**src/rtl/bubble_sort_up_down_core_macros.svh**
```systemverilog
// Assertion macros shared by the sorter RTL.
`ifndef BUBBLE_SORT_UP_DOWN_CORE_MACROS_SVH
`define BUBBLE_SORT_UP_DOWN_CORE_MACROS_SVH

// Same-cycle implication, checked out of reset.
`define BSUD_ASSERT_NOW(lbl, clk, rst, pre, post, msg) \
   lbl: assert property (@(posedge clk) disable iff (rst) (pre) |-> (post)) else $error(msg);

// Next-cycle implication, checked out of reset.
`define BSUD_ASSERT_NEXT(lbl, clk, rst, pre, post, msg) \
   lbl: assert property (@(posedge clk) disable iff (rst) (pre) |=> (post)) else $error(msg);

`endif

```
**src/rtl/bsud_pkg.sv**
```systemverilog
// Shared types, constants and compare function of the up/down sorter.
`default_nettype none
package bsud_pkg;

   localparam int VALUE_W          = 32;
   localparam int MAX_ELEMENTS_DEF = 64;

   // Control word broadcast from the sequencer to every cell.
   typedef struct packed {
      logic load;       // shift right, new element enters cell 0
      logic sort;       // one compare-exchange phase
      logic drain;      // shift left, cell 0 leaves
      logic phase_odd;  // pairs start at odd cells
      logic descending; // direction sampled when the set closed
   } cell_ctrl_type;

   // True when left must move behind right for the chosen direction.
   function automatic logic out_of_order(input logic signed [VALUE_W-1:0] left,
                                         input logic signed [VALUE_W-1:0] right,
                                         input logic                      down);
      logic res;
      res = down ? (left < right) : (left > right);
      return res;
   endfunction

endpackage
`default_nettype wire

```
**src/rtl/bsud_cell.sv**
```systemverilog
// One cell of the sorting chain: holds one element and its valid bit.
`default_nettype none
module bsud_cell #(
   parameter bit FIRST_CELL = 1'b0,
   parameter bit ODD_CELL   = 1'b0
) (
   input  wire                                    clock,
   input  wire                                    reset,
   input  wire  bsud_pkg::cell_ctrl_type          ctrl,
   input  wire  signed [bsud_pkg::VALUE_W-1:0]    left_value,
   input  wire                                    left_valid,
   input  wire  signed [bsud_pkg::VALUE_W-1:0]    right_value,
   input  wire                                    right_valid,
   output logic signed [bsud_pkg::VALUE_W-1:0]    value,
   output logic                                   valid
);
   import bsud_pkg::*;

   logic signed [VALUE_W-1:0] value_ff, value_in;
   logic                      valid_ff, valid_in;
   logic                      pair_right;
   logic                      swap_right;
   logic                      swap_left;

   // Valid entries collect at the low end; empty cells trail.
   always_comb begin
      pair_right = (ODD_CELL == ctrl.phase_odd);
      swap_right = (!valid_ff && right_valid) ||
                   (valid_ff && right_valid &&
                    out_of_order(value_ff, right_value, ctrl.descending));
      swap_left  = !FIRST_CELL &&
                   ((!left_valid && valid_ff) ||
                    (left_valid && valid_ff &&
                     out_of_order(left_value, value_ff, ctrl.descending)));
      value_in = value_ff;
      valid_in = valid_ff;
      if (ctrl.load) begin
         value_in = left_value;
         valid_in = left_valid;
      end else if (ctrl.drain) begin
         value_in = right_value;
         valid_in = right_valid;
      end else if (ctrl.sort) begin
         if (pair_right && swap_right) begin
            value_in = right_value;
            valid_in = right_valid;
         end else if (!pair_right && swap_left) begin
            value_in = left_value;
            valid_in = left_valid;
         end
      end
   end

   always_ff @(posedge clock) begin
      value_ff <= value_in;
      if (reset) begin
         valid_ff <= 1'b0;
      end else begin
         valid_ff <= valid_in;
      end
   end

   assign value = value_ff;
   assign valid = valid_ff;

endmodule
`default_nettype wire

```
**config.mk**
```make
export PLATFORM = sky130hd
export DESIGN_NAME = bsud_cell
export DESIGN_NICKNAME = d
export VERILOG_FILES = /design/src/rtl/bubble_sort_up_down_core_macros.svh /design/src/rtl/bsud_pkg.sv /design/src/rtl/bsud_cell.sv
export SDC_FILE = /design/constraint.sdc
export NUM_CORES = 1
export LEC_CHECK = 0
export ABC_AREA = 1
export BUFFER_PORTS_ARGS = -buffer_cell sky130_fd_sc_hd__buf_4
export CORE_ASPECT_RATIO = 0.6
export CORE_UTILIZATION = 52
export DETAILED_ROUTE_END_ITERATION = 6
export PLACE_DENSITY = 0.87
export SLEW_MARGIN = 30
export SYNTH_ARGS = -nofsm -noshare
export SYNTH_HDL_FRONTEND = slang
export SYNTH_SLANG_ARGS = --single-unit
```
**constraint.sdc**
```tcl
create_clock -name clock -period 4.1 [get_ports clock]
set_clock_uncertainty 0.2 [all_clocks]
set_input_delay 0.205 -clock clock [delete_from_list [all_inputs] [get_ports clock]]
set_output_delay 0.205 -clock clock [all_outputs]
set_load 0.05 [all_outputs]
```
==> flow_summary.toml, run 1 <==
[detailed_routing]
firstDrtPassIters = 4
remaining_drc_errors = 0
drt_first_iter_violations = 162
vias = 3092
viasPerCell = 5.05
routed_wl_mm = 7.97
wl_per_cell_um = 13.0
ant_nets = 0

[critical_path]
crit_required_ns = 3.83
path_class = "flop to flop"
path_cells = "inv_1 > ha_1 > nand2_1 > nor2_1 > nand4_1 > nor3b_1 > nand2_1 > nand2_1 > nand2_1 > nand2_1 > nand2_1 > nand3_1 > nand2_1 > nand3_1 > nand2_1 > inv_1 > buf_4"
max_stage_delay_ns = 0.39
ff2ff_path_depth = 17
crit_path_max_fanout = 32
path_depth = 17
worst_path_max_delay_cell = "buf_4"
start_kind = "flop"
critical_path.top_delay_family = "simple AND/OR/NAND/NOR gates"
end_kind = "flop"
worstPathArrival_ns = 3.04
cp_num_buf_inv = 3
reg2reg_setup_slack_ns = 0.79
critPathMostFrequentCell = "nand2_1"

[logic_synthesis]
synth_cell_types = 25
synth_seq_cells = 33
synth_area_sq_mm = 0.00334
synth_fp_nets = 553
synthCells = 416
postSynthAreaPerCell_sq_um = 8.04
yosysWarnings = 0
synth_seq_area_share_pct = 29.3

[sta]
finalSetupTns_ns = 0
post-route-period-util_pct = 80.8
maxSlewHeadroom_pct = 63.7
max_freq_mhz = 302
worstMarginPinSlew_ns = 0.544
rsz0062_at_grt = "no"
hold_viol_final = 0
setup_viol = 0
period_needed_ns = 3.31
final_max_slew_viol_count = 0

[final_layout]
antenna_cells = 0
final_cell_mix = "buf_4 (108), nand2_1 (96), inv_1 (86)"
drive_gt1_share_pct = 30.1
final_common_cell = "buf_4"
layout.core_utilization_pct = 69.5
fill_cells = 492
nNetsFinal = 664
area_growth_pct = 28.1

[clock_network]
cts_buffer_depth = 2
htreeDepth = 2
path_clk_slew_ns = 0.07
cts_setup_buffers = 0
root_buffer = "clkbuf_8"
cts.sinks = 33
cts_tree = "built"
cts-buffers-inserted = 5
clk_latency_ns = 0.28

[die]
fp.dieW_um = 106
dieHeight_um = 64.1
start_util_pct = 54.2
core-area_sq_mm = 0.00617
num_rows = 22
io_pins = 106
die_area_sq_mm = 0.00677

[outcome]
outcome = "complete, no violations"

[power]
vdd_ir_drop_max_mv = 0.170
power_density_mw_per_mm2 = 304
p_leak_nw = 2.36

[global_routing]
grt_pass1_wl_mm = 13.4
grt_pass1_vias = 3043
grt_overflow = 0
grt_max_degree = 43
grt_usage_pct = 25.1
grt_antenna_before_repair = 0

[placed_design]
dp_hpwl_mm = 6.54
numPortBuffers = 105
gp_congestion = 0.804

[flow_run]
cap_violations = 0

[min_path]
hold_path_class = "input pin to flop"
hold_path_depth = 3
[layer usage]
layer	GRT usage [%]	part of all wire, %	wire length, um
met1	34.5	47	3760
met2	40.6	44	3540
met3	5.10	7.3	580
met4	6.25	1.1	84
met5	0	0	0
[through the flow]
step	hold WS [ns]	power, W	instances	instance area (sq um)	worst slack, ns
3_3_place_gp	0.253	0.00104	601	4170	1.13
4_1_cts	0.00136	0.00131	612	4280	0.825
2_1_floorplan	0.154	0.000874	416	3340	0.773
3_5_place_dp	0.261	0.00106	601	4170	0.895
6_report	0.00963	0.00130	612	4280	0.786
5_1_grt	0.000669	0.00139	612	4280	0.515
[worst paths after layout]
check	start	endpoint
worst min register to register	valid	valid
worst min-delay path	left_value[27]	value[27]
worst max-delay path	value[31]	value[18]
worst max register to register	value[31]	value[18]
[area by class of cell]
type                            instances  area (sq um)  share of cell area (%)
Clock buffer                            5          68.8                    1.61
Clock inverter                          3          12.5                   0.292
Inverter                               86           323                    7.54
Multi-Input combinational cell        290          1950                    45.6
Sequential cell                        33           981                    22.9
Tap cell                               84           105                    2.45
Timing Repair Buffer                  111           841                    19.6
[where the power goes]
part           internal [W]  switching [W]  leakage, nW  total (W)
sequential         0.000422      0.0000364        0.338   0.000458
clock              0.000114       0.000124       0.0430   0.000239
combinational      0.000228       0.000376         1.98   0.000604
[synth_stat cells]
| cell type | n | area [sq um] |
|---|---|---|
| nand4_1 | 4 | 25.0 |
| edfxtp_1 | 32 | 961 |
| clkbuf_2 | 1 | 5.00 |
| buf_6 | 3 | 33.8 |
| a21oi_1 | 31 | 155 |
| nor2_2 | 2 | 12.5 |
| o21bai_1 | 2 | 15.0 |
| o21ai_0 | 5 | 25.0 |
| nor3b_1 | 1 | 7.51 |
| a21o_1 | 1 | 7.51 |
| dfxtp_1 | 1 | 20.0 |
| nor2_1 | 20 | 75.1 |
| buf_8 | 2 | 30.0 |
| nand3_1 | 13 | 65.1 |
| ha_1 | 64 | 801 |
| nand2_1 | 96 | 360 |
| inv_1 | 86 | 323 |
| buf_12 | 1 | 20.0 |
| a31oi_1 | 1 | 6.26 |
| o21ai_2 | 31 | 272 |
| nand2_2 | 11 | 68.8 |
| nand3b_1 | 1 | 7.51 |
| o21a_1 | 4 | 30.0 |
| nor3_1 | 2 | 10.0 |
| a21oi_2 | 1 | 8.76 |
[registers in the layout (all words and copies together), names as in the netlist]
| register | count |
|---|---|
| valid | 1 |
| value | 32 |
[worst reg2reg max path: stages (launching register included)]
cell	delay, ns
edfxtp_1	0.38
inv_1	0.06
ha_1	0.36
nand2_1	0.11
nor2_1	0.16
nand4_1	0.14
nor3b_1	0.38
nand2_1	0.13
nand2_1	0.08
nand2_1	0.07
nand2_1	0.08
nand2_1	0.06
nand3_1	0.06
nand2_1	0.06
nand3_1	0.07
nand2_1	0.09
inv_1	0.07
buf_4	0.39
[cell families after synthesis]
logic type,after synthesis,share of synthesized area [%]
adders and majority gates,64,23.9
AOI/OAI and AO/OA,76,15.5
buffers and inverters,93,12.3
and+or+nand+nor,150,18.9
DFF,33,29.3
[timing repair]
item / 4_1_cts / 5_1_grt
hold buffers: 3 / 0
gates resized for setup: 0 / 0
endpoints found under the hold margin: 3 / 0
No activity file was read; power rests on OpenSTA's default activity.
==> run 2: changes to the inputs <==
clock period = 3.5 ns   (was 4.1 ns; I/O delays follow)
==> run 2 against run 1 <==
Core utilization rose by 5.6 points; sequential power rose by 17%; count of clock-buffer cells in the layout did not move; flip-flop and latch count did not move; clock power rose by 58%; first-iteration DRC count fell by 12%; die area did not move; sequential share of layout area fell by 1.7 points; total power rose by 28%; critical path depth rose by 1; non-clock buffer count rose by 29.
==> flow_summary.toml, run 2 (synthesized netlist as in run 1, its figures left out) <==
[critical_path]
path_class = "input pin to flop"
critPathMostFrequentCell = "nand2_1"
worst_path_max_delay_cell = "dlygate4sd3_1"
ff2ff_path_depth = 17
max_stage_delay_ns = 0.55
worstPathArrival_ns = 3.02
crit_required_ns = 3.28
path_cells = "dlygate4sd3_1 > buf_4 > ha_1 > nand2_1 > nor2_1 > nand4_1 > nor3b_1 > nand2_1 > nand2_1 > nand2_1 > nand2_1 > nand2_1 > nand3_1 > nand2_1 > nand3_1 > nand2_1 > inv_1 > buf_4"
crit_path_max_fanout = 21
end_kind = "flop"
start_kind = "input pin"

[detailed_routing]
wl_per_cell_um = 14.2
routed_wl_mm = 9.07
ant_nets = 0
vias = 3271
remaining_drc_errors = 0
viasPerCell = 5.10
drt_first_iter_violations = 143
firstDrtPassIters = 4

[clock_network]
cts_buffer_depth = 2
cts_tree = "built"
cts_resized = 0
root_buffer = "clkbuf_8"
cts.sinks = 33
cts-buffers-inserted = 5
clk_latency_ns = 0.30
htreeDepth = 2
cts_hold_buf = 31
path_clk_slew_ns = 0.08
cts_setup_buffers = 0

[placed_design]
dp_hpwl_mm = 7.08
dp_cells = 602
gp_congestion = 0.817
numPortBuffers = 105

[final_layout]
fill_cells = 484
area_growth_pct = 38.4
drive_gt1_share_pct = 29.1
largest_reg_flops = 32
regArea_sq_um = 981
instances_no_fill = 641
final_cell_mix = "buf_4 (107), nand2_1 (96), inv_1 (86)"
multiInputGateArea_sq_mm = 0.00195
final_common_cell = "buf_4"
antenna_cells = 0
nNetsFinal = 693

[global_routing]
grt_usage_pct = 27.7
grt_pass1_wl_mm = 14.6
grt_overflow = 0
grt_pass1_vias = 3205
grt_antenna_before_repair = 0
grt_max_degree = 29

[sta]
max_freq_mhz = 308
worstMarginPinSlew_ns = 0.442
hold_viol_final = 0
post-route-period-util_pct = 92.7
finalSetupTns_ns = 0
period_needed_ns = 3.24
setup_viol = 0
maxSlewHeadroom_pct = 70.5
final_max_slew_viol_count = 0
rsz0062_at_grt = "no"

[power]
vdd_ir_drop_max_mv = 0.229
p_total_w = 0.00167
p_leak_nw = 2.50
power_density_mw_per_mm2 = 360

[die]
fp.dieW_um = 106
core-area_sq_mm = 0.00617
start_util_pct = 54.2
die_area_sq_mm = 0.00677
dieHeight_um = 64.1
num_rows = 22
io_pins = 106

[min_path]
hold_path_depth = 3
hold_path_class = "input pin to flop"

[outcome]
outcome = "complete, no violations"

[flow_run]
cap_violations = 0
run 2: cell count changes in the layout (fill, tap and decap cells not counted), sizes merged:
cell / before / now
clkinv: 3 / 1
clkinvlp: 0 / 1
bufinv: 0 / 1
dlygate4sd3: 3 / 31
buf: 108 / 109
run 2: worst max-delay path, delay by kind of cell:
kind,cells,cell delay (ns)
buffers and inverters,4,1.06
adder cells (fa/ha/maj),1,0.35
AND/OR/NAND/NOR,13,1.43
run 2: per-stage QoR:
stage	worst slack (ns)	area (sq um)	hold WS [ns]	utilization, %
3_5_place_dp	0.411	4200	0.226	68.2
4_1_cts	0.312	4630	0.00687	75.1
5_1_grt	0.120	4630	0.00163	75.1
6_report	0.257	4630	0.0154	75.1
2_1_floorplan	0.173	3340	0.124	-
3_3_place_gp	0.480	4200	0.215	68.2
run 2: area by class of cell:
type | count | share of cell area [%]
Timing Repair Buffer | 140 | 24.9
Tap cell | 84 | 2.27
Clock inverter | 3 | 1.00
Multi-Input combinational cell | 290 | 42.2
Inverter | 86 | 6.97
Sequential cell | 33 | 21.2
Clock buffer | 5 | 1.49
run 2: path summary, 6_finish.rpt:
path | start | to | slack, ns
setup / recovery | left_value[31] | value[21] | 0.26
hold / removal | left_value[19] | value[19] | 0.02
setup reg to reg | value[31] | value[21] | 0.32
hold reg to reg | valid | valid | 0.38
run 2: metal layers:
metal | track usage (%) | vias up | wire length, um
li1 | - | 1640 | -
met1 | 35.7 | 1475 | 4070
met2 | 47.8 | 135 | 4190
met3 | 5.31 | 21 | 622
met4 | 8.16 | 0 | 193
met5 | 0 | - | 0
run 2: power by group:
part / switching, W / leakage, nW / internal [W]
logic: 0.000457 / 2.11 / 0.000295
registers: 0.0000444 / 0.338 / 0.000494
clock network: 0.000165 / 0.0543 / 0.000213
==> run 3: changes to the inputs <==
CORE_UTILIZATION = 54   (was 52)
CTS_BUF_LIST = sky130_fd_sc_hd__clkbuf_4   (was not set)
PLACE_DENSITY = 0.9   (was 0.87)
SLEW_MARGIN = 20   (was 30)
==> run 3 against run 2 <==
Clock power decreased by 39%; total power decreased by 2.4%; flip-flop and latch count unchanged; count of clock-buffer cells in the layout did not move; die area fell by 3.6%; final area increased by 7.9%; global-route usage grew 4.0 points; sequential share of layout area is 1.6 points lower; largest cell class unchanged.
==> flow_summary.toml, run 3 (synthesized netlist as in run 1, its figures left out) <==
[sta]
setup_viol = 0
final_max_slew_viol_count = 0
fin_ws_ns = 0.0753
period_needed_ns = 3.42
hold_viol_final = 0
worstMarginPinSlew_ns = 0.410
post-route-period-util_pct = 97.8
maxSlewHeadroom_pct = 72.4
finalSetupTns_ns = 0
max_freq_mhz = 292

[critical_path]
start_kind = "flop"
worst_path_max_delay_cell = "dlygate4sd3_1"
path_depth = 16
path_cells = "ha_1 > nand2_1 > nor2_2 > nand4_1 > nor2_2 > nand2_2 > nand2_2 > nand2_1 > nand3_1 > nand3_1 > nand2_1 > nand2_2 > nand2_4 > buf_12 > o21ai_2 > dlygate4sd3_1"
worstPathArrival_ns = 3.33
cp_num_buf_inv = 2
critical_path.top_delay_family = "simple AND/OR/NAND/NOR gates"
max_stage_delay_ns = 0.58
crit_path_max_fanout = 20
ff2ff_path_depth = 16
path_class = "flop to flop"
end_kind = "flop"
crit_required_ns = 3.41

[flow_run]
cap_violations = 0

[power]
p_total_w = 0.00163
seq_power_share_pct = 33.1
combPwrFrac_pct = 52.7
power_density_mw_per_mm2 = 326
vdd_ir_drop_max_mv = 0.229
internal-power_w = 0.000923
p_sw_w = 0.000705
p_leak_nw = 2.68
switching_share_pct = 43.3
clock_power_share_pct = 14.2

[detailed_routing]
vias = 3688
firstDrtPassIters = 5
ant_nets = 0
viasPerCell = 5.45
wl_per_cell_um = 16.3
remaining_drc_errors = 0
drt_first_iter_violations = 264
routed_wl_mm = 11.1

[die]
core-area_sq_mm = 0.00578
die_area_sq_mm = 0.00652
io_pins = 106
num_rows = 21
dieHeight_um = 63.0
start_util_pct = 57.9
fp.dieW_um = 104

[clock_network]
cts-buffers-inserted = 5
cts_buffer_depth = 2
cts.sinks = 33
root_buffer = "clkbuf_4"
htreeDepth = 2
path_clk_slew_ns = 0.13
clk_latency_ns = 0.36
cts_tree = "built"

[final_layout]
multiInputGateArea_sq_mm = 0.00197
regArea_sq_um = 981
largest_reg_flops = 32
nNetsFinal = 733
fill_cells = 317
antenna_cells = 0
area_growth_pct = 49.4
drive_gt1_share_pct = 28.5
final_common_cell = "buf_4"
layout.core_utilization_pct = 86.5
final_cell_mix = "buf_4 (111), nand2_1 (95), inv_1 (86)"

[min_path]
hold_path_class = "input pin to flop"
hold_path_depth = 3

[placed_design]
pre_cts_slack_ns = 0.552
gp_congestion = 0.872
numPortBuffers = 105
dp_hpwl_mm = 6.96

[global_routing]
grt_pass1_wl_mm = 16.4
grt_max_degree = 41
grt_usage_pct = 31.7
grt_overflow = 0
grt_antenna_before_repair = 0
grt_pass1_vias = 3674

[outcome]
outcome = "complete, no violations"
run 3: power groups by stage:
stage / clock, W / combinational (W) / sequential, W
2_1_floorplan: 0 / 0.000330 / 0.000693
3_3_place_gp: 0 / 0.000681 / 0.000542
3_5_place_dp: 0 / 0.000710 / 0.000544
4_1_cts: 0.000225 / 0.000789 / 0.000535
5_1_grt: 0.000246 / 0.000924 / 0.000543
6_report: 0.000232 / 0.000857 / 0.000539
run 3: metrics by stage:
stage | hold slack (ns) | instances | cell area, sq um
5_1_grt | 0.0190 | 677 | 5000
3_5_place_dp | 0.224 | 598 | 4170
6_report | 0.0363 | 677 | 5000
4_1_cts | 0.0108 | 671 | 4870
2_1_floorplan | 0.124 | 416 | 3340
3_3_place_gp | 0.213 | 598 | 4170
run 3: tightest hold or removal path: stages:
cell	delay [ns]
buf_4	0.08
inv_1	0.06
o21ai_2	0.16
run 3: metal layers:
layer / wire, um / GRT usage [%] / up-vias
met1: 4520 / 39.9 / 1686
met2: 5210 / 54.4 / 243
met3: 1060 / 6.15 / 35
li1: - / - / 1724
met5: 0 / 0 / -
met4: 272 / 11.6 / 0
run 3: final cells by class:
type,count,share of cell area (%)
repair buffers,180,31.5
flip-flops and latches,33,19.6
multi-input cells,290,39.4
clock buffers,5,0.751
clock inverters,3,0.250
inverters,86,6.46
well taps,80,2.00
run 3: path summary, 6_finish.rpt:
path | from | endpoint | slack, ns
min | right_value[14] | value[14] | 0.04
min reg2reg | valid | valid | 0.99
max reg2reg | value[22] | value[18] | 0.08
max | value[22] | value[18] | 0.08
run 3: timing repair:
item,in CTS,in global routing
gates resized for setup,0,12
setup buffers,0,4
hold endpoints to repair,33,0
setup endpoints to repair,0,32
hold buffers,65,0
